[config.mk]
export PLATFORM = sky130hd
export DESIGN_NAME = json_string_unescape_unit
export DESIGN_NICKNAME = d
export VERILOG_FILES = /design/src/jsu_pkg.sv /design/src/jsu_front.sv /design/src/jsu_queue.sv /design/src/jsu_back.sv /design/src/json_string_unescape_unit.sv
export VERILOG_INCLUDE_DIRS = /design/src /design/src/src
export SDC_FILE = /design/constraint.sdc
export NUM_CORES = 1
export LEC_CHECK = 0
export ABC_AREA = 1
export BUFFER_PORTS_ARGS = -buffer_cell sky130_fd_sc_hd__buf_2
export CAP_MARGIN = 20
export CORE_MARGIN = 8
export CORE_UTILIZATION = 55
export DETAILED_ROUTE_END_ITERATION = 7
export PLACE_DENSITY = 0.72
export SKIP_LAST_GASP = 1
export SYNTH_ARGS = -nofsm -noshare
export SYNTH_HDL_FRONTEND = slang
export SYNTH_HIERARCHICAL = 1
export SYNTH_SLANG_ARGS = --single-unit
[constraint.sdc]
create_clock -name clk -period 4.4 [get_ports clk]
set_input_delay 0.88 -clock clk [delete_from_list [all_inputs] [get_ports clk]]
set_output_delay 0.88 -clock clk [all_outputs]
set_load 0.05 [all_outputs]
[src/json_string_unescape_unit_macros.svh]
// ----------------------------------------------------------------------------
// JSON string unescape unit - assertion macros
// Concurrent assertion wrappers; define NO_ASSERTIONS to compile them out.
// ----------------------------------------------------------------------------
`ifndef JSON_STRING_UNESCAPE_UNIT_MACROS_SVH
`define JSON_STRING_UNESCAPE_UNIT_MACROS_SVH

`ifndef NO_ASSERTIONS

// Check a condition at every clock edge outside reset
`define JSU_ASSERT(label, clk, rst_n, prop) \
    label: assert property (@(posedge clk) disable iff (!rst_n) (prop)) \
        else $error("assertion failed");

// Check that a condition implies another in the next cycle
`define JSU_ASSERT_NEXT(label, clk, rst_n, ante, cons) \
    label: assert property (@(posedge clk) disable iff (!rst_n) (ante) |=> (cons)) \
        else $error("assertion failed");

`else

`define JSU_ASSERT(label, clk, rst_n, prop)
`define JSU_ASSERT_NEXT(label, clk, rst_n, ante, cons)

`endif

`endif

[src/jsu_pkg.sv]
// ----------------------------------------------------------------------------
// jsu_pkg
// Types and constants shared by the JSON string unescape unit.
// ----------------------------------------------------------------------------
package jsu_pkg;

    // Scanner modes
    typedef enum logic [2:0] {
        MODE_IDLE = 3'd0,
        MODE_STR  = 3'd1,
        MODE_ESC  = 3'd2,
        MODE_HEX  = 3'd3
    } scan_mode_t;

    // Result kinds
    typedef enum logic [1:0] {
        KIND_BYTE  = 2'd0,
        KIND_CLOSE = 2'd1,
        KIND_ERROR = 2'd2
    } result_kind_t;

    // Error codes
    typedef enum logic [2:0] {
        ERR_NONE        = 3'd0,
        ERR_CONTROL     = 3'd1,
        ERR_BAD_ESCAPE  = 3'd2,
        ERR_BAD_HEX     = 3'd3,
        ERR_EOF_ESCAPE  = 3'd4,
        ERR_EOF_UNICODE = 3'd5,
        ERR_EOF_STRING  = 3'd6
    } error_code_t;

    // Work handed from the classifier to the expander
    typedef enum logic [1:0] {
        CMD_BYTE  = 2'd0,
        CMD_CLOSE = 2'd1,
        CMD_ERROR = 2'd2,
        CMD_UTF8  = 2'd3
    } cmd_op_t;

    typedef struct packed {
        cmd_op_t     op;
        logic [15:0] value;
        error_code_t err;
    } cmd_t;

    // Queue status seen by both ends
    typedef struct packed {
        logic full;
        logic empty;
    } q_stat_t;

    // Channel payloads
    typedef struct packed {
        logic [7:0] data_byte;
        logic       string_start;
        logic       end_of_input;
    } in_item_t;

    typedef struct packed {
        logic [7:0]   out_byte;
        result_kind_t result_kind;
        error_code_t  error_code;
        logic         last_of_run;
    } out_item_t;

    // Characters
    localparam logic [7:0] CH_QUOTE     = 8'h22;
    localparam logic [7:0] CH_BACKSLASH = 8'h5C;
    localparam logic [7:0] CH_SLASH     = 8'h2F;
    localparam logic [7:0] CH_B         = 8'h62;
    localparam logic [7:0] CH_F         = 8'h66;
    localparam logic [7:0] CH_N         = 8'h6E;
    localparam logic [7:0] CH_R         = 8'h72;
    localparam logic [7:0] CH_T         = 8'h74;
    localparam logic [7:0] CH_U         = 8'h75;
    localparam logic [7:0] CH_SPACE     = 8'h20;

    // UTF-8 limits and marks
    localparam logic [15:0] CP_MAX_1 = 16'h007F;
    localparam logic [15:0] CP_MAX_2 = 16'h07FF;
    localparam logic [7:0]  UTF_LEAD2 = 8'hC0;
    localparam logic [7:0]  UTF_LEAD3 = 8'hE0;
    localparam logic [7:0]  UTF_CONT  = 8'h80;

endpackage

[src/jsu_front.sv]
// ----------------------------------------------------------------------------
// jsu_front
// Accepts raw string bytes, tracks escape state and queues one command per
// item that yields results.
// ----------------------------------------------------------------------------
module jsu_front
    import jsu_pkg::*;
(
    input  logic     clk,
    input  logic     rst_n,
    input  logic     byte_valid,
    output logic     byte_ready,
    input  in_item_t byte_item,
    input  q_stat_t  q_stat,
    output logic     push,
    output cmd_t     cmd
);

    scan_mode_t  mode_reg, mode_next;
    logic [1:0]  cnt_reg, cnt_next;
    logic [15:0] acc_reg, acc_next;

    scan_mode_t  eff_mode;
    logic [1:0]  eff_cnt;
    logic [15:0] eff_acc;
    logic [4:0]  hex;
    logic [15:0] acc_new;
    logic        accept;
    logic [7:0]  c;

    // Decode one hex digit: {ok, value}
    function automatic logic [4:0] hex_decode(input logic [7:0] ch);
        logic [4:0] r;
        r = 5'd0;
        if (ch >= 8'h30 && ch <= 8'h39) begin
            r = {1'b1, 4'(ch - 8'h30)};
        end
        else if (ch >= 8'h61 && ch <= 8'h66) begin
            r = {1'b1, 4'(ch - 8'h57)};
        end
        else if (ch >= 8'h41 && ch <= 8'h46) begin
            r = {1'b1, 4'(ch - 8'h37)};
        end
        return r;
    endfunction

    // Hold scanner state
    always_ff @(posedge clk or negedge rst_n) begin
        if (!rst_n) begin
            mode_reg <= MODE_IDLE;
            cnt_reg  <= 2'd0;
            acc_reg  <= 16'd0;
        end
        else begin
            mode_reg <= mode_next;
            cnt_reg  <= cnt_next;
            acc_reg  <= acc_next;
        end
    end

    // Classify the item and pick the next state
    always_comb begin
        c          = byte_item.data_byte;
        byte_ready = !q_stat.full;
        accept     = byte_valid && byte_ready;
        eff_mode   = byte_item.string_start ? MODE_STR : mode_reg;
        eff_cnt    = byte_item.string_start ? 2'd0 : cnt_reg;
        eff_acc    = byte_item.string_start ? 16'd0 : acc_reg;
        hex        = hex_decode(c);
        acc_new    = {eff_acc[11:0], hex[3:0]};
        mode_next  = mode_reg;
        cnt_next   = cnt_reg;
        acc_next   = acc_reg;
        push       = 1'b0;
        cmd.op     = CMD_BYTE;
        cmd.value  = {8'd0, c};
        cmd.err    = ERR_NONE;

        if (accept) begin
            mode_next = eff_mode;
            cnt_next  = eff_cnt;
            acc_next  = eff_acc;
            unique case (eff_mode)
                MODE_STR: begin
                    push = 1'b1;
                    if (byte_item.end_of_input) begin
                        cmd.op  = CMD_ERROR;
                        cmd.err = ERR_EOF_STRING;
                    end
                    else if (c == CH_QUOTE) begin
                        mode_next = MODE_IDLE;
                        cmd.op    = CMD_CLOSE;
                    end
                    else if (c < CH_SPACE) begin
                        cmd.op  = CMD_ERROR;
                        cmd.err = ERR_CONTROL;
                    end
                    else if (c == CH_BACKSLASH) begin
                        mode_next = MODE_ESC;
                        push      = 1'b0;
                    end
                end
                MODE_ESC: begin
                    push      = 1'b1;
                    mode_next = MODE_STR;
                    if (byte_item.end_of_input) begin
                        cmd.op  = CMD_ERROR;
                        cmd.err = ERR_EOF_ESCAPE;
                    end
                    else begin
                        unique case (c)
                            CH_QUOTE, CH_BACKSLASH, CH_SLASH: cmd.value = {8'd0, c};
                            CH_B: cmd.value = 16'h0008;
                            CH_F: cmd.value = 16'h000C;
                            CH_N: cmd.value = 16'h000A;
                            CH_R: cmd.value = 16'h000D;
                            CH_T: cmd.value = 16'h0009;
                            CH_U: begin
                                mode_next = MODE_HEX;
                                cnt_next  = 2'd0;
                                acc_next  = 16'd0;
                                push      = 1'b0;
                            end
                            default: begin
                                cmd.op  = CMD_ERROR;
                                cmd.err = ERR_BAD_ESCAPE;
                            end
                        endcase
                    end
                end
                MODE_HEX: begin
                    if (byte_item.end_of_input) begin
                        push    = 1'b1;
                        cmd.op  = CMD_ERROR;
                        cmd.err = ERR_EOF_UNICODE;
                    end
                    else if (!hex[4]) begin
                        push    = 1'b1;
                        cmd.op  = CMD_ERROR;
                        cmd.err = ERR_BAD_HEX;
                    end
                    else if (eff_cnt == 2'd3) begin
                        push      = 1'b1;
                        cmd.op    = CMD_UTF8;
                        cmd.value = acc_new;
                        mode_next = MODE_STR;
                        cnt_next  = 2'd0;
                        acc_next  = 16'd0;
                    end
                    else begin
                        cnt_next = eff_cnt + 2'd1;
                        acc_next = acc_new;
                    end
                end
                default: begin
                end
            endcase

            // Drop back to idle on any error
            if (push && cmd.op == CMD_ERROR) begin
                mode_next = MODE_IDLE;
                cnt_next  = 2'd0;
                acc_next  = 16'd0;
            end
        end
    end

endmodule

[src/jsu_queue.sv]
// ----------------------------------------------------------------------------
// jsu_queue
// Small command FIFO between classifier and expander. DEPTH is a power of
// two, at least 2.
// ----------------------------------------------------------------------------
module jsu_queue
    import jsu_pkg::*;
#(
    parameter int DEPTH = 4
)
(
    input  logic    clk,
    input  logic    rst_n,
    input  logic    push,
    input  cmd_t    push_cmd,
    input  logic    pop,
    output cmd_t    head_cmd,
    output q_stat_t q_stat
);

    localparam int AW = $clog2(DEPTH);

    cmd_t          mem [DEPTH];
    logic [AW-1:0] wr_ptr_reg, wr_ptr_next;
    logic [AW-1:0] rd_ptr_reg, rd_ptr_next;
    logic [AW:0]   count_reg, count_next;

    // Advance pointers and count
    always_comb begin
        wr_ptr_next = wr_ptr_reg + AW'(push);
        rd_ptr_next = rd_ptr_reg + AW'(pop);
        count_next  = count_reg + (AW+1)'(push) - (AW+1)'(pop);
        q_stat.full  = (count_reg == (AW+1)'(DEPTH));
        q_stat.empty = (count_reg == '0);
        head_cmd     = mem[rd_ptr_reg];
    end

    always_ff @(posedge clk or negedge rst_n) begin
        if (!rst_n) begin
            wr_ptr_reg <= '0;
            rd_ptr_reg <= '0;
            count_reg  <= '0;
        end
        else begin
            wr_ptr_reg <= wr_ptr_next;
            rd_ptr_reg <= rd_ptr_next;
            count_reg  <= count_next;
        end
    end

    // Store an item
    always_ff @(posedge clk) begin
        if (push) begin
            mem[wr_ptr_reg] <= push_cmd;
        end
    end

endmodule

[src/jsu_back.sv]
// ----------------------------------------------------------------------------
// jsu_back
// Expands queued commands into result items through an output register,
// one per cycle while that register is free to take one.
// ----------------------------------------------------------------------------
module jsu_back
    import jsu_pkg::*;
(
    input  logic      clk,
    input  logic      rst_n,
    input  q_stat_t   q_stat,
    input  cmd_t      head_cmd,
    output logic      pop,
    output logic      result_valid,
    input  logic      result_ready,
    output out_item_t result_item
);

    logic       cur_valid_reg, cur_valid_next;
    cmd_t       cur_reg, cur_next;
    logic [1:0] idx_reg, idx_next;
    logic       out_valid_reg, out_valid_next;
    out_item_t  out_reg, out_next;

    logic [1:0]  num;
    logic        last;
    logic        out_free;
    logic        emit;
    logic [7:0]  ubyte;
    logic [15:0] cp;

    always_ff @(posedge clk or negedge rst_n) begin
        if (!rst_n) begin
            cur_valid_reg <= 1'b0;
            out_valid_reg <= 1'b0;
            idx_reg       <= 2'd0;
        end
        else begin
            cur_valid_reg <= cur_valid_next;
            out_valid_reg <= out_valid_next;
            idx_reg       <= idx_next;
        end
    end

    always_ff @(posedge clk) begin
        cur_reg <= cur_next;
        out_reg <= out_next;
    end

    // Count the results of the current command and pick the current byte
    always_comb begin
        cp = cur_reg.value;
        if (cur_reg.op != CMD_UTF8 || cp <= CP_MAX_1) begin
            num = 2'd1;
        end
        else if (cp <= CP_MAX_2) begin
            num = 2'd2;
        end
        else begin
            num = 2'd3;
        end
        last = (idx_reg == num - 2'd1);

        ubyte = cp[7:0];
        if (num == 2'd2) begin
            ubyte = (idx_reg == 2'd0) ? (UTF_LEAD2 | {3'd0, cp[10:6]})
                                      : (UTF_CONT | {2'd0, cp[5:0]});
        end
        else if (num == 2'd3) begin
            case (idx_reg)
                2'd0:    ubyte = UTF_LEAD3 | {4'd0, cp[15:12]};
                2'd1:    ubyte = UTF_CONT | {2'd0, cp[11:6]};
                default: ubyte = UTF_CONT | {2'd0, cp[5:0]};
            endcase
        end
    end

    // Emit, advance and refill
    always_comb begin
        out_free = !out_valid_reg || result_ready;
        emit     = cur_valid_reg && out_free;
        pop      = (!cur_valid_reg || (emit && last)) && !q_stat.empty;

        cur_valid_next = cur_valid_reg;
        cur_next       = cur_reg;
        idx_next       = idx_reg;
        if (pop) begin
            cur_valid_next = 1'b1;
            cur_next       = head_cmd;
            idx_next       = 2'd0;
        end
        else if (emit && last) begin
            cur_valid_next = 1'b0;
            idx_next       = 2'd0;
        end
        else if (emit) begin
            idx_next = idx_reg + 2'd1;
        end

        out_valid_next = out_valid_reg;
        out_next       = out_reg;
        if (emit) begin
            out_valid_next       = 1'b1;
            out_next.last_of_run = last;
            out_next.error_code  = ERR_NONE;
            out_next.out_byte    = 8'd0;
            case (cur_reg.op)
                CMD_CLOSE: out_next.result_kind = KIND_CLOSE;
                CMD_ERROR: begin
                    out_next.result_kind = KIND_ERROR;
                    out_next.error_code  = cur_reg.err;
                end
                default: begin
                    out_next.result_kind = KIND_BYTE;
                    out_next.out_byte    = ubyte;
                end
            endcase
        end
        else if (result_ready) begin
            out_valid_next = 1'b0;
        end

        result_valid = out_valid_reg;
        result_item  = out_reg;
    end

endmodule

[src/json_string_unescape_unit.sv]
// ----------------------------------------------------------------------------
// json_string_unescape_unit
// Unescapes JSON string bodies byte by byte into decoded bytes and UTF-8.
// ----------------------------------------------------------------------------
//  channel  | signals                             | payload
//  ---------+-------------------------------------+---------------------------
//  input    | byte_valid / byte_ready / byte_item | data_byte, start, eoi
//  output   | result_valid / result_ready         | out_byte, kind, error, last
//
//  One raw byte is taken per cycle while the command queue has room.
//  A \u escape yields up to 3 output items, one per cycle from the expander
//  while the result side takes them; its six input bytes cover that, so input
//  stalls only when the result side holds off long enough for the queue to fill.
//  The first result item passes through the queue, the current-command register
//  and the output register before it is presented.
//  Reset clears the scanner to idle and empties the queue.
//  Either side may stall; the queue of QUEUE_DEPTH commands decouples them.
// ----------------------------------------------------------------------------
`include "json_string_unescape_unit_macros.svh"

module json_string_unescape_unit
    import jsu_pkg::*;
#(
    parameter int QUEUE_DEPTH = 4
)
(
    input  logic      clk,
    input  logic      rst_n,
    input  logic      byte_valid,
    output logic      byte_ready,
    input  in_item_t  byte_item,
    output logic      result_valid,
    input  logic      result_ready,
    output out_item_t result_item
);

    q_stat_t q_stat;
    logic    push;
    logic    pop;
    cmd_t    push_cmd;
    cmd_t    head_cmd;

    // Classify incoming bytes
    jsu_front u_front (
        .clk        (clk),
        .rst_n      (rst_n),
        .byte_valid (byte_valid),
        .byte_ready (byte_ready),
        .byte_item  (byte_item),
        .q_stat     (q_stat),
        .push       (push),
        .cmd        (push_cmd)
    );

    // Buffer commands
    jsu_queue #(
        .DEPTH (QUEUE_DEPTH)
    ) u_queue (
        .clk      (clk),
        .rst_n    (rst_n),
        .push     (push),
        .push_cmd (push_cmd),
        .pop      (pop),
        .head_cmd (head_cmd),
        .q_stat   (q_stat)
    );

    // Expand commands into result items
    jsu_back u_back (
        .clk          (clk),
        .rst_n        (rst_n),
        .q_stat       (q_stat),
        .head_cmd     (head_cmd),
        .pop          (pop),
        .result_valid (result_valid),
        .result_ready (result_ready),
        .result_item  (result_item)
    );

    // Never write a full queue or read an empty one
    `JSU_ASSERT(a_no_overflow, clk, rst_n, !(push && q_stat.full))
    `JSU_ASSERT(a_no_underflow, clk, rst_n, !(pop && q_stat.empty))
    // Close and error items always end their run
    `JSU_ASSERT(a_final_last, clk, rst_n, !result_valid || result_item.result_kind == KIND_BYTE || result_item.last_of_run)
    // Error code only accompanies an error item
    `JSU_ASSERT(a_code_kind, clk, rst_n, !result_valid || result_item.error_code == ERR_NONE || result_item.result_kind == KIND_ERROR)

endmodule
# Word level (Yosys, flattened, before mapping)
# Memories as Yosys holds them, arrays and structs flattened. A register that Yosys moved wholly into a read port is not among the register bits.
# Index checks and enable logic that the tools add are counted.
# totals
ff_bits,46
ram_bits,84
memories,1
in_bits,14
wordCells,160
# mem_list
memory,words,width,rd,rd_clocked_by_memory_dff,write_ports,line,source
u_queue.mem,4,21,1,1,1,jsu_queue.sv:23,cmd_t mem [DEPTH];
# classes
add_sub_neg,10
n_mux,83
eq_ne,22
magnitude_cmp,9
reduce_logical,22
# ops
cell,count
2-to-1 mux 16 bit,9
one-hot mux 16 bit (2 select lines),2
== test 8 x 7 -> 1 bit (second input constant),7
2-to-1 mux 2 bit,22
2-to-1 mux 3 bit,14
one-hot mux 8 bit (5 select lines),1
2-to-1 mux 8 bit,3
2-to-1 mux 21 bit,1
2-to-1 mux 1 bit,19
2-to-1 mux 18 bit,1
one-hot mux 3 bit (3 select lines),2
== test 8 x 6 -> 1 bit (second input constant),2
greater-or-equal comparator 8 x 7 -> 1 bit (second input constant),2
less-or-equal comparator 16 x 11 -> 1 bit (second input constant),1
less-or-equal comparator 16 x 7 -> 1 bit (second input constant),1
less-or-equal comparator 8 x 7 -> 1 bit (second input constant),2
2-to-1 mux 5 bit,3
one-hot mux 7 bit (2 select lines),1
== test 2 bit (second input constant),5
OR reduction 9 bit,1
greater-or-equal comparator 8 x 6 -> 1 bit (second input constant),1
less-or-equal comparator 8 x 6 -> 1 bit (second input constant),1
logical AND 1 bit,8
< comparator 8 x 6 -> 1 bit (second input constant),1
other kinds (24),36

# Depth between registers and ports, before layout
# Gate-level depths: netlist of run 1.
# logic_depth
ltp_word,13
mapped_depth,15
depth_no_buf,15

# Modules after synthesis
# The synthesis of run 1 kept the hierarchy.
# by_module_without_submodules
module,cells_each,n_inst,area_per_inst_um2
jsu_queue,365,1,3968.8
jsu_front,406,1,2359.8
jsu_back,161,1,1790.5

# Worst setup path after synthesis of run 1
# No wires, ideal clock.
# synth_path
path_kind,input port to flip-flop
from,in byte_item[1] (netlist bit)
to,"mem u_queue/mem[0][0] (netlist bit), enable pin"
path_stages,11
path_slack_ns,0.235
path_buffers,3
arrival_time_ns,3.739
cell_sequence,buf_6 clkinv_2 clkbuf_1 nand2_1 inv_1 ha_1 buf_4 o21ai_0 a41oi_1 inv_1 nor3_1
# synth_via
elab_chain_cells,10
# synth_rtl
item,line,source
"start, declared",json_string_unescape_unit.sv:31,"input in_item_t byte_item,"
2-to-1 mux 2 bit,jsu_front.sv:67,eff_cnt = byte_item.string_start ? 2'd0 : cnt_reg;
== test 2 bit,jsu_front.sv:142,else if (eff_cnt == 2'd3) begin
2-to-1 mux 1 bit,jsu_front.sv:142,
2-to-1 mux 1 bit,jsu_front.sv:137,else if (!hex[4]) begin
2-to-1 mux 1 bit,jsu_front.sv:132,if (byte_item.end_of_input) begin
one-hot mux 1 bit (3 select lines) (*),jsu_front.sv:83,unique case (eff_mode)
2-to-1 mux 1 bit (*) (2 in a row),jsu_front.sv:79,if (accept) begin
named net push,json_string_unescape_unit.sv:38,logic push;
2-to-1 mux 1 bit (*),jsu_queue.sv:53,if (push) begin
2-to-1 mux 1 bit (not written as such) (*),jsu_queue.sv:54,mem[wr_ptr_reg] <= push_cmd;
"end, declared",jsu_queue.sv:23,
# Mark *: on every way through the listed nets, which the timed path passes. The rest lies on a longest branch. The select of a mux whose other input is x is not followed.

# Worst setup path in the final report of run 1
# layout_path
from,in byte_item[1] (netlist bit)
to,"mem u_queue/mem[3][20] (netlist bit), enable pin"
# Same word-level chain as after synthesis.

==> impl_metrics.env, run 1 <==
export IMPL_yosys_most_used_dff="sky130_fd_sc_hd__edfxtp_1"
export IMPL_place_port_buffers=29
export IMPL_postCtsHoldBufs=0
export IMPL_grt_first_pass_wirelength_um=29600
export IMPL_worst_pin_slew_ns=0.999
export IMPL_synth_area_sq_um=8120
export IMPL_gr_usage_all_layers_pct=20.1
export IMPL_final_period_utilization_pct=72.1
export IMPL_timing_max_cap_violations=0
export IMPL_finalInstanceArea_sq_um=9040
export IMPL_dp_worst_setup_slack_ns=0.781
export IMPL_floorplan_rows=44
export IMPL_area_growth_synth_to_final_pct=11.3
export IMPL_maxClockFrequency_ghz=0.315
export IMPL_power_per_cell_area_nw_per_um2=659
export IMPL_initial_antenna_violation_count=0
export IMPL_vdd_ir_drop_max_mv=0.281
export IMPL_cts_num_sinks=147
export IMPL_initial_detailed_routing_violation_count=475
export IMPL_grtUsageMet3_pct=4.12
export IMPL_die_width_um=138
export IMPL_post_route_worst_setup_slack_ns=1.23
export IMPL_placeableCoreArea_sq_um=14500
export IMPL_clock_tree_from_tritoncts="done"
export IMPL_netlist_instances=932
export IMPL_max_reg_flops=84
export IMPL_worstSetupPathType="primary input to flip-flop"
export IMPL_cts_setup_buffers=0
export IMPL_grt_most_used_layer="met2"
export IMPL_initial_core_util_pct=56.1
export IMPL_die_height_um=138
export IMPL_cts_root_buf="sky130_fd_sc_hd__clkbuf_16"
export IMPL_drive_gt1_share_pct=15.3
export IMPL_async_flop_share_pct=19.0
export IMPL_drc=0
export IMPL_route_detailed_vias_per_inst=5.35
export IMPL_post_synth_edffs=119
export IMPL_final_hold_violation_count=0
export IMPL_global_route_usage_met1_pct=23.3
export IMPL_setup_violations_final=0
export IMPL_wl_per_cell_um=15.3
export IMPL_slew_viol_final=0
export IMPL_numCtsBuffers=17
export IMPL_max_slew_margin_rel_pct=33.4
export IMPL_met2_usage_pct=34.7
export IMPL_pin_count=30
export IMPL_rsz_0062_raised_after_global_routing="no"
export IMPL_dr_pass1_iters=5
export IMPL_synth_most_common_cell="sky130_fd_sc_hd__nand2_1"
export IMPL_num_nets_final=990
export IMPL_clockBufferDepth=2
export IMPL_globalplace_congestion=0.951
export IMPL_n_antenna_cell=0
export IMPL_crit_fanout=21
export IMPL_ys_seq_area_share_pct=52.6
export IMPL_critical_path_arrival_ns=3.26
export IMPL_worstSetupEndpointType="flip-flop"
export IMPL_final_setup_skew_ns=0.00914
export IMPL_post_synth_top_area_fraction_pct=44.0
export IMPL_cts_resized=0
export IMPL_cp_start_kind="primary input"
export IMPL_synthesis_yosys_warnings=6
export IMPL_final_antenna_net_count=0
export IMPL_hold_depth=2
export IMPL_yosys_register_bits=147
export IMPL_cts_h_tree_depth=4
export IMPL_grt_remaining_overflow=0
export IMPL_totalNegativeSetupSlack_ns=0
export IMPL_design_die_area_sq_um=18900
export IMPL_dpl_instance_area_sq_um=8370
export IMPL_finalWirelength_um=17600
export IMPL_max_flop_register="u_queue/mem"
export IMPL_synthTopCellsByArea="sky130_fd_sc_hd__edfxtp_1 44%, sky130_fd_sc_hd__nand2_1 13%, sky130_fd_sc_hd__dfrtp_1 8.6%"
export IMPL_place_detailed_hpwl_um=12500
export IMPL_num_vias=6180
export IMPL_reg2reg_depth=8
export IMPL_cp_data_required_time_ns=4.49
export IMPL_synth_cell_types=45
export IMPL_synth_net_count=963
export IMPL_clock_insertion_delay_worst_skew_ns=0.42
export IMPL_syn_avg_cell_area_sq_um=8.71
export IMPL_ys_top_cells_by_count="274 x sky130_fd_sc_hd__nand2_1, 156 x sky130_fd_sc_hd__inv_1, 119 x sky130_fd_sc_hd__edfxtp_1"
export IMPL_static_leakage_power_uw=0.00420
export IMPL_grt_pass1_vias=6092
export IMPL_cts_reportedPaths_clkPinSlew_ns=0.06
export IMPL_outcome="finished, final reports clean"
export IMPL_final_core_utilization_pct=62.4
export IMPL_period_needed_ns=3.17
export IMPL_worst_min_path_class="flip-flop to flip-flop"
export IMPL_grt_start_max_net_pins=43
export IMPL_synthDominantAreaCellType="sky130_fd_sc_hd__edfxtp_1"
## where the power goes
part,switching [uW],internal [uW],leakage (uW)
Sequential,220,2030,0.00148
Combinational,1500,581,0.00240
Clock,548,1080,0.000320
Total,2270,3690,0.00420
## metrics by stage
stage                     hold slack, ns  total power [uW]  cells
after global placement             0.466              4310   1124
after detailed placement           0.465              4360   1124
after global routing               0.505              6340   1156
final                              0.476              5960   1156
after CTS                          0.483              6000   1156
after floorplan                    0.449              3900    932
## critical path, cell delays in order
cell and delay (ns):
sky130_fd_sc_hd__buf_2 0.17, sky130_fd_sc_hd__clkinv_2 0.18, sky130_fd_sc_hd__nand3_2 0.39, sky130_fd_sc_hd__nor2_2 0.38, sky130_fd_sc_hd__nand2_1 0.12, sky130_fd_sc_hd__a41oi_1 0.42
sky130_fd_sc_hd__inv_1 0.19, sky130_fd_sc_hd__nor3_2 0.16, sky130_fd_sc_hd__buf_4 0.33
## area by class of cell
class                   instances  area (sq um)
clock buffers                  19           443
clock inverters                13           230
fillers                      1207          5440
inverters                     169           643
multi-input cells             585          3000
flip-flops and latches        147          4270
well taps                     184           230
repair buffers                 39           220
## cells in the final DEF, fill, tap and decap left out, types with 3 or more instances in the layout
cell / count
sky130_fd_sc_hd__inv_1: 156
sky130_fd_sc_hd__ha_1: 16
sky130_fd_sc_hd__clkbuf_16: 17
sky130_fd_sc_hd__o21ai_1: 7
sky130_fd_sc_hd__buf_2: 29
sky130_fd_sc_hd__inv_2: 8
sky130_fd_sc_hd__nand2_2: 29
sky130_fd_sc_hd__a21oi_1: 24
sky130_fd_sc_hd__o21ai_0: 30
sky130_fd_sc_hd__clkinvlp_4: 3
sky130_fd_sc_hd__nand4_1: 13
sky130_fd_sc_hd__nand3_1: 87
sky130_fd_sc_hd__a31oi_1: 7
sky130_fd_sc_hd__nor2_4: 3
sky130_fd_sc_hd__nor2_2: 4
sky130_fd_sc_hd__nor3_1: 7
sky130_fd_sc_hd__dfrtp_1: 28
sky130_fd_sc_hd__buf_4: 10
sky130_fd_sc_hd__nand3_2: 14
sky130_fd_sc_hd__nor3_2: 5
sky130_fd_sc_hd__nor2_1: 41
sky130_fd_sc_hd__bufinv_16: 6
sky130_fd_sc_hd__edfxtp_1: 119
sky130_fd_sc_hd__nand2_4: 4
sky130_fd_sc_hd__nand2_1: 274
sky130_fd_sc_hd__clkinv_2: 3
## layer usage
metal | wire [um] | share of wire [%] | up-vias
li1 | - | - | 3058
met1 | 7080 | 40 | 2841
met2 | 8910 | 51 | 233
met3 | 1100 | 6.2 | 48
met4 | 553 | 3.1 | 0
met5 | 0 | 0 | -
## final timing paths
| path | slack [ns] | from | endpoint |
|---|---|---|---|
| hold reg to reg | 0.48 | u_front/acc_reg[5]$_DFFE_PN0P_ | u_front/acc_reg[5]$_DFFE_PN0P_ |
| setup / recovery | 1.23 | byte_item[1] | u_queue/mem[3][20]$_DFFE_PP_ |
| setup reg to reg | 1.56 | u_front/mode_reg[2]$_DFFE_PN0P_ | u_queue/mem[3][20]$_DFFE_PP_ |
| hold / removal | 0.48 | u_front/acc_reg[5]$_DFFE_PN0P_ | u_front/acc_reg[5]$_DFFE_PN0P_ |
| min in group asynchronous | 0.50 | rst_n | u_back/cur_valid_reg$_DFFE_PN0P_ |
| max in group asynchronous | 3.46 | rst_n | u_queue/wr_ptr_reg[1]$_DFF_PN0_ |
## logic make-up after synthesis
family                     synth area share (%)
AOI/OAI and AO/OA                          5.53
xor gates and xnor gates                  0.216
buffers and inverters                      10.7
adders and majority gates                  2.71
and+or+nand+nor                            28.2
DFF                                        52.6
Power figures use the tool's default switching activity.
==> run 2, diff against run 1 <==
==> constraint.sdc (replaced) <==
create_clock -name clk -period 3.2 [get_ports clk]
set_input_delay 0.64 -clock clk [delete_from_list [all_inputs] [get_ports clk]]
set_output_delay 0.64 -clock clk [all_outputs]
set_load 0.05 [all_outputs]
==> run 2 against run 1 <==
Sequential power grew 36%. Largest power group unchanged. Critical path depth grew 7. Via count shrank 0.52%. Highest routed layer unchanged. Critical endpoint is now u_queue/count_reg[2]$_DFF_PN0_.
==> impl_metrics.env, run 2 (synthesized netlist as in run 1, its figures left out) <==
export IMPL_final_common_cell="sky130_fd_sc_hd__nand2_1"
export IMPL_critical_path_arrival_ns=2.98
export IMPL_gr_usage_all_layers_pct=19.7
export IMPL_outcome="finished, final reports clean"
export IMPL_max_flop_register="u_queue/mem"
export IMPL_setup_crit_end="u_queue/count_reg[2]$_DFF_PN0_"
export IMPL_floorplan_rows=44
export IMPL_drc=0
export IMPL_grt_pass1_vias=5829
export IMPL_vdd_ir_drop_max_mv=0.476
export IMPL_maxClockFrequency_ghz=0.381
export IMPL_final_cell_count_no_fill=1169
export IMPL_final_hold_violation_count=0
export IMPL_cp_data_required_time_ns=3.56
export IMPL_drive_gt1_share_pct=16.5
export IMPL_clock_tree_from_tritoncts="done"
export IMPL_global_route_usage_met1_pct=24.1
export IMPL_place_detailed_hpwl_um=12600
export IMPL_place_port_buffers=29
export IMPL_cp_start_kind="primary input"
export IMPL_worstReg2RegStart="u_back/cur_reg[20]$_DFFE_PP_"
export IMPL_worstSetupPathType="primary input to flip-flop"
export IMPL_worst_min_path_class="primary input to async pin"
export IMPL_static_leakage_power_uw=0.00422
export IMPL_rrSetupSlack_ns=0.66
export IMPL_regToRegEndpoint="u_queue/count_reg[2]$_DFF_PN0_"
export IMPL_initial_antenna_violation_count=0
export IMPL_worst_pin_slew_ns=0.695
export IMPL_max_reg_flops=84
export IMPL_met2_usage_pct=33.6
export IMPL_grt_first_pass_wirelength_um=29000
export IMPL_most_common_layout_cells="274 x sky130_fd_sc_hd__nand2_1, 156 x sky130_fd_sc_hd__inv_1, 119 x sky130_fd_sc_hd__edfxtp_1"
export IMPL_route_detailed_vias_per_inst=5.26
export IMPL_rsz_0062_raised_after_global_routing="no"
export IMPL_die_height_um=138
export IMPL_placeableCoreArea_sq_um=14500
export IMPL_die_width_um=138
export IMPL_power_per_cell_area_nw_per_um2=871
export IMPL_design_die_area_sq_um=18900
export IMPL_n_antenna_cell=0
export IMPL_cts_reportedPaths_clkPinSlew_ns=0.06
export IMPL_globalplace_congestion=0.947
export IMPL_reg2reg_depth=14
export IMPL_postCtsHoldBufs=0
export IMPL_dp_worst_setup_slack_ns=0.216
export IMPL_pin_count=30
export IMPL_grt_start_max_net_pins=43
export IMPL_dr_pass1_iters=5
export IMPL_grt_most_used_layer="met2"
export IMPL_grt_remaining_overflow=0
export IMPL_initial_detailed_routing_violation_count=442
export IMPL_finalInstanceArea_sq_um=9060
export IMPL_wl_per_cell_um=15.1
export IMPL_period_needed_ns=2.62
export IMPL_final_antenna_net_count=0
export IMPL_total_power_uw=7900
export IMPL_clockBufferDepth=2
export IMPL_place_inst=1137
export IMPL_max_slew_margin_rel_pct=53.7
export IMPL_final_period_utilization_pct=81.9
export IMPL_initial_core_util_pct=56.1
export IMPL_cts_setup_buffers=0
export IMPL_crit_fanout=6
export IMPL_worstSetupEndpointType="flip-flop"
export IMPL_post_route_worst_setup_slack_ns=0.579
export IMPL_finalWirelength_um=17600
export IMPL_clock_insertion_delay_worst_skew_ns=0.42
export IMPL_num_nets_final=1003
export IMPL_critical_path_startpoint="byte_item[3]"
export IMPL_setup_violations_final=0
export IMPL_grtUsageMet3_pct=4.19
export IMPL_final_setup_skew_ns=0.00837
export IMPL_numCtsBuffers=17
export IMPL_timing_max_cap_violations=0
export IMPL_cts_h_tree_depth=4
export IMPL_slew_viol_final=0
export IMPL_num_vias=6148
export IMPL_area_growth_synth_to_final_pct=11.6
export IMPL_cts_root_buf="sky130_fd_sc_hd__clkbuf_16"
export IMPL_cts_num_sinks=147
export IMPL_dpl_instance_area_sq_um=8490
export IMPL_cts_resized=0
==> run 2: critical path, stage by stage <==
cell,delay [ns]
sky130_fd_sc_hd__buf_2,0.10
sky130_fd_sc_hd__inv_1,0.17
sky130_fd_sc_hd__ha_1,0.20
sky130_fd_sc_hd__inv_1,0.06
sky130_fd_sc_hd__nand3_1,0.09
sky130_fd_sc_hd__nand3_2,0.16
sky130_fd_sc_hd__nand2_8,0.09
sky130_fd_sc_hd__inv_1,0.06
sky130_fd_sc_hd__o21ai_0,0.24
sky130_fd_sc_hd__a41oi_1,0.18
sky130_fd_sc_hd__buf_4,0.18
sky130_fd_sc_hd__ha_1,0.20
sky130_fd_sc_hd__fa_1,0.39
sky130_fd_sc_hd__inv_1,0.07
sky130_fd_sc_hd__nand3_1,0.08
sky130_fd_sc_hd__nand2_1,0.07
==> run 2: final cells by class <==
class | instances | area (sq um)
clock buffer | 17 | 425
inverter | 169 | 643
multi-input combinational | 585 | 3000
fill | 1252 | 5420
clock inverter | 15 | 148
sequential | 147 | 4270
tap | 184 | 230
timing repair buffer | 52 | 343
==> run 2: how the worst min path moves through the flow <==
stage	start	endpoint	slack (ns)	cells past startpoint
5_1_grt	rst_n	u_back/result_valid$_DFFE_PN0P_	0.31	1
4_1_cts	rst_n	u_back/idx_reg[1]$_DFFE_PN0P_	0.28	1
6_report	rst_n	u_back/result_valid$_DFFE_PN0P_	0.25	1
3_5_place_dp	u_front/cnt_reg[1]$_DFFE_PN0P_	u_front/cnt_reg[1]$_DFFE_PN0P_	0.46	2
2_1_floorplan	rst_n	u_back/cur_valid_reg$_DFFE_PN0P_	0.34	0
3_3_place_gp	u_front/acc_reg[4]$_DFFE_PN0P_	u_front/acc_reg[4]$_DFFE_PN0P_	0.46	2
==> run 2: layer usage <==
metal,wire length [um],up-vias
met1,7360,2818
met3,1160,24
li1,-,3080
met5,0,-
met2,8810,226
met4,310,0
==> run 2: report_power, final <==
group	internal, uW	leakage, uW	switching [uW]
Clock	1090	0.000273	815
Combinational	841	0.00247	2080
Sequential	2800	0.00148	278
==> run 2: through the flow <==
| step | TNS, ns | utilization (%) | hold slack [ns] |
|---|---|---|---|
| after floorplan | -9.99 | - | 0.344 |
| after global placement | 0 | 58.6 | 0.463 |
| after detailed placement | 0 | 58.6 | 0.465 |
| after CTS | 0 | 62.6 | 0.275 |
| after global routing | 0 | 62.6 | 0.309 |
| final | 0 | 62.6 | 0.254 |
==> run 3, diff against run 2 <==
--- a/config.mk
+++ b/config.mk
@@ -6,7 +6,7 @@
 export SDC_FILE = /design/constraint.sdc
 export NUM_CORES = 1
 export LEC_CHECK = 0
-export ABC_AREA = 1
+export ABC_AREA = 0
 export BUFFER_PORTS_ARGS = -buffer_cell sky130_fd_sc_hd__buf_2
 export CAP_MARGIN = 20
 export CORE_MARGIN = 8
==> constraint.sdc (replaced) <==
create_clock -name clk -period 2.7 [get_ports clk]
set_input_delay 0.54 -clock clk [delete_from_list [all_inputs] [get_ports clk]]
set_output_delay 0.54 -clock clk [all_outputs]
set_load 0.05 [all_outputs]
==> run 3 against run 2 <==
The flow now finishes with violations (negative setup slack). Power is 14% higher. Sequential cell count is the same. Synthesized cell count decreased by 47%. Non-clock buffer count rose by 51. Clock power rose by 24%. Clock skew about the same. Via count is 26% lower. Combinational power up 7.5%. Core utilization is 5.6 points higher. Critical path depth is 6 lower. Sequential share of layout area increased by 3.1 points. Critical path type is now flip-flop to flip-flop. Critical endpoint unchanged. Largest cell class unchanged. Largest power group unchanged. Highest routed layer unchanged.
==> impl_metrics.env, run 3 <==
export IMPL_drive_gt1_share_pct=33.1
export IMPL_cp_start_kind="flip-flop"
export IMPL_globalplace_congestion=0.927
export IMPL_synthDominantAreaCellType="sky130_fd_sc_hd__edfxtp_1"
export IMPL_worst_hold_check_slack_ns=0.168
export IMPL_vdd_ir_drop_max_mv=0.459
export IMPL_final_common_cell="sky130_fd_sc_hd__edfxtp_1"
export IMPL_post_route_worst_setup_slack_ns=-0.0655
export IMPL_clockBufferDepth=2
export IMPL_synth_cell_types=76
export IMPL_final_setup_skew_ns=0.00879
export IMPL_numCtsBuffers=17
export IMPL_maxClockFrequency_ghz=0.362
export IMPL_critical_path_arrival_ns=3.06
export IMPL_ys_top_cells_by_count="119 x sky130_fd_sc_hd__edfxtp_1, 28 x sky130_fd_sc_hd__dfrtp_1, 25 x sky130_fd_sc_hd__nor2_1"
export IMPL_max_reg_flops=84
export IMPL_worstSetupEndpointType="flip-flop"
export IMPL_rsz_0062_raised_after_global_routing="yes"
export IMPL_multi_input_comb_area_sq_um=2590
export IMPL_regToRegEndpoint="u_queue/count_reg[2]$_DFF_PN0_"
export IMPL_max_flop_register="u_queue/mem"
export IMPL_cts_num_sinks=147
export IMPL_static_leakage_power_uw=0.00316
export IMPL_synth_most_common_cell="sky130_fd_sc_hd__edfxtp_1"
export IMPL_synth_net_count=522
export IMPL_yosys_most_used_dff="sky130_fd_sc_hd__edfxtp_1"
export IMPL_cp_data_required_time_ns=2.99
export IMPL_cts_root_buf="sky130_fd_sc_hd__clkbuf_16"
export IMPL_initial_antenna_violation_count=0
export IMPL_worstReg2RegStart="u_back/cp[11]$_DFFE_PP_"
export IMPL_synthesis_yosys_warnings=6
export IMPL_area_growth_synth_to_final_pct=22.8
export IMPL_synth_area_sq_um=6930
export IMPL_clock_tree_from_tritoncts="done"
export IMPL_most_common_layout_cells="119 x sky130_fd_sc_hd__edfxtp_1, 69 x sky130_fd_sc_hd__buf_4, 29 x sky130_fd_sc_hd__buf_2"
export IMPL_async_flop_share_pct=19.0
export IMPL_syn_avg_cell_area_sq_um=14.1
export IMPL_final_antenna_net_count=0
export IMPL_synthTopCellsByArea="sky130_fd_sc_hd__edfxtp_1 52%, sky130_fd_sc_hd__dfrtp_1 10%, sky130_fd_sc_hd__mux4_2 6.5%"
export IMPL_crit_fanout=2
export IMPL_critical_path_startpoint="u_back/cp[11]$_DFFE_PP_"
export IMPL_fill_cell_total_of_the_finished_layout=925
export IMPL_initial_detailed_routing_violation_count=343
export IMPL_route_detailed_vias_per_inst=5.85
export IMPL_die_width_um=128
export IMPL_drc=0
export IMPL_post_synth_top_area_fraction_pct=51.6
export IMPL_rrSetupSlack_ns=-0.07
export IMPL_setup_crit_end="u_queue/count_reg[2]$_DFF_PN0_"
export IMPL_wl_per_cell_um=19.0
export IMPL_worst_pin_slew_ns=0.699
export IMPL_placeableCoreArea_sq_um=12500
export IMPL_initial_core_util_pct=55.6
export IMPL_ys_seq_area_share_pct=61.7
export IMPL_die_height_um=128
export IMPL_period_needed_ns=2.77
export IMPL_max_slew_margin_rel_pct=53.4
export IMPL_netlist_instances=491
export IMPL_num_vias=4519
export IMPL_cts_h_tree_depth=4
export IMPL_final_period_utilization_pct=102
export IMPL_final_hold_violation_count=0
export IMPL_grt_first_pass_wirelength_um=23900
export IMPL_reg2reg_depth=10
export IMPL_yosys_register_bits=147
export IMPL_pin_count=30
export IMPL_cts_reportedPaths_clkPinSlew_ns=0.06
export IMPL_grt_pass1_vias=4627
export IMPL_floorplan_rows=41
export IMPL_gr_usage_all_layers_pct=19.1
export IMPL_slew_viol_final=0
export IMPL_worst_min_path_class="primary input to async pin"
export IMPL_finalWirelength_um=14700
export IMPL_totalNegativeSetupSlack_ns=-0.109
export IMPL_place_port_buffers=29
export IMPL_power_per_cell_area_nw_per_um2=1060
export IMPL_setup_violations_final=2
export IMPL_num_nets_final=619
export IMPL_failed_checks="negative setup slack"
export IMPL_grt_remaining_overflow=0
export IMPL_seqCellArea_sq_um=4270
export IMPL_clock_insertion_delay_worst_skew_ns=0.42
export IMPL_outcome="complete, but fails checks"
export IMPL_worstSetupPathType="flip-flop to flip-flop"
export IMPL_place_detailed_hpwl_um=10300
export IMPL_timing_max_cap_violations=0
export IMPL_post_synth_edffs=119
export IMPL_dr_pass1_iters=5
export IMPL_n_antenna_cell=0
export IMPL_design_die_area_sq_um=16400
export IMPL_grt_start_max_net_pins=29
run 3: worst min-delay path by stage:
stage	startpoint	to	slack, ns	depth (start not counted)
6_report	rst_n	u_front/acc_reg[7]$_DFFE_PN0P_	0.17	1
5_1_grt	rst_n	u_front/acc_reg[3]$_DFFE_PN0P_	0.20	1
4_1_cts	rst_n	u_front/acc_reg[7]$_DFFE_PN0P_	0.18	1
3_5_place_dp	u_front/cnt_reg[1]$_DFFE_PN0P_	u_front/cnt_reg[1]$_DFFE_PN0P_	0.48	2
3_3_place_gp	u_front/cnt_reg[1]$_DFFE_PN0P_	u_front/cnt_reg[1]$_DFFE_PN0P_	0.47	2
2_1_floorplan	rst_n	u_back/cur_valid_reg$_DFFE_PN0P_	0.24	0
run 3: per-layer routing:
layer	track usage [%]	share of wire [%]
met4	8.25	2.6
met2	32.9	52
met3	4.49	5.0
met1	22.3	41
met5	0	0
run 3: logic make-up (layout without fill, tap and decap cells):
family | count (synthesis) | count (layout) | share of synthesized area (%)
buffers and inverters | 44 | 153 | 2.78
adder cells (fa/ha/maj) | 17 | 17 | 3.18
AO/OA/AOI/OAI | 109 | 109 | 11.7
XOR/XNOR | 6 | 6 | 0.958
flip-flops | 147 | 147 | 61.7
multiplexers | 26 | 26 | 7.62
AND/OR/NAND/NOR | 142 | 143 | 12.1
run 3: critical path, stage by stage, from the launching register on:
cell and delay [ns]:
sky130_fd_sc_hd__edfxtp_1 0.39, sky130_fd_sc_hd__or4_4 0.56, sky130_fd_sc_hd__o2111a_1 0.26, sky130_fd_sc_hd__nor4_2 0.18, sky130_fd_sc_hd__o21a_1 0.21, sky130_fd_sc_hd__nor2_4 0.06, sky130_fd_sc_hd__ha_4 0.26, sky130_fd_sc_hd__inv_2 0.04
sky130_fd_sc_hd__ha_4 0.15, sky130_fd_sc_hd__fa_2 0.34, sky130_fd_sc_hd__xnor3_1 0.17
run 3: timing repair:
action	in CTS	in global routing
pin swaps	2	2
buffers inserted	0	1
gates cloned	1	0
hold buffers	0	0
setup endpoints to repair	23	54
resized for setup	2	3
run 3: through the flow:
step	util [%]	std cells	total power (uW)	setup slack [ns]	instance area, sq um
floorplan	-	491	5600	-0.355	7020
global placement	63.0	739	6540	-0.463	7850
detailed placement	63.0	739	6630	-0.580	7850
CTS	68.0	772	9040	-0.101	8470
global route	68.2	773	9460	-0.171	8500
finish	68.2	773	9000	-0.0655	8500
run 3: where the power goes:
part           leakage [uW]  switching (uW)  total (uW)  internal [uW]
clock              0.000295             840        2350           1510
sequential          0.00147             269        3510           3250
combinational       0.00140            1810        3140           1330
run 3: cell type report:
| class | instances | share of cell area (%) |
|---|---|---|
| well taps | 172 | 2.53 |
| clock buffers | 21 | 5.53 |
| inverters | 18 | 0.795 |
| clock inverters | 11 | 1.56 |
| repair buffers | 103 | 8.87 |
| flip-flops and latches | 147 | 50.3 |
| multi-input cells | 301 | 30.4 |
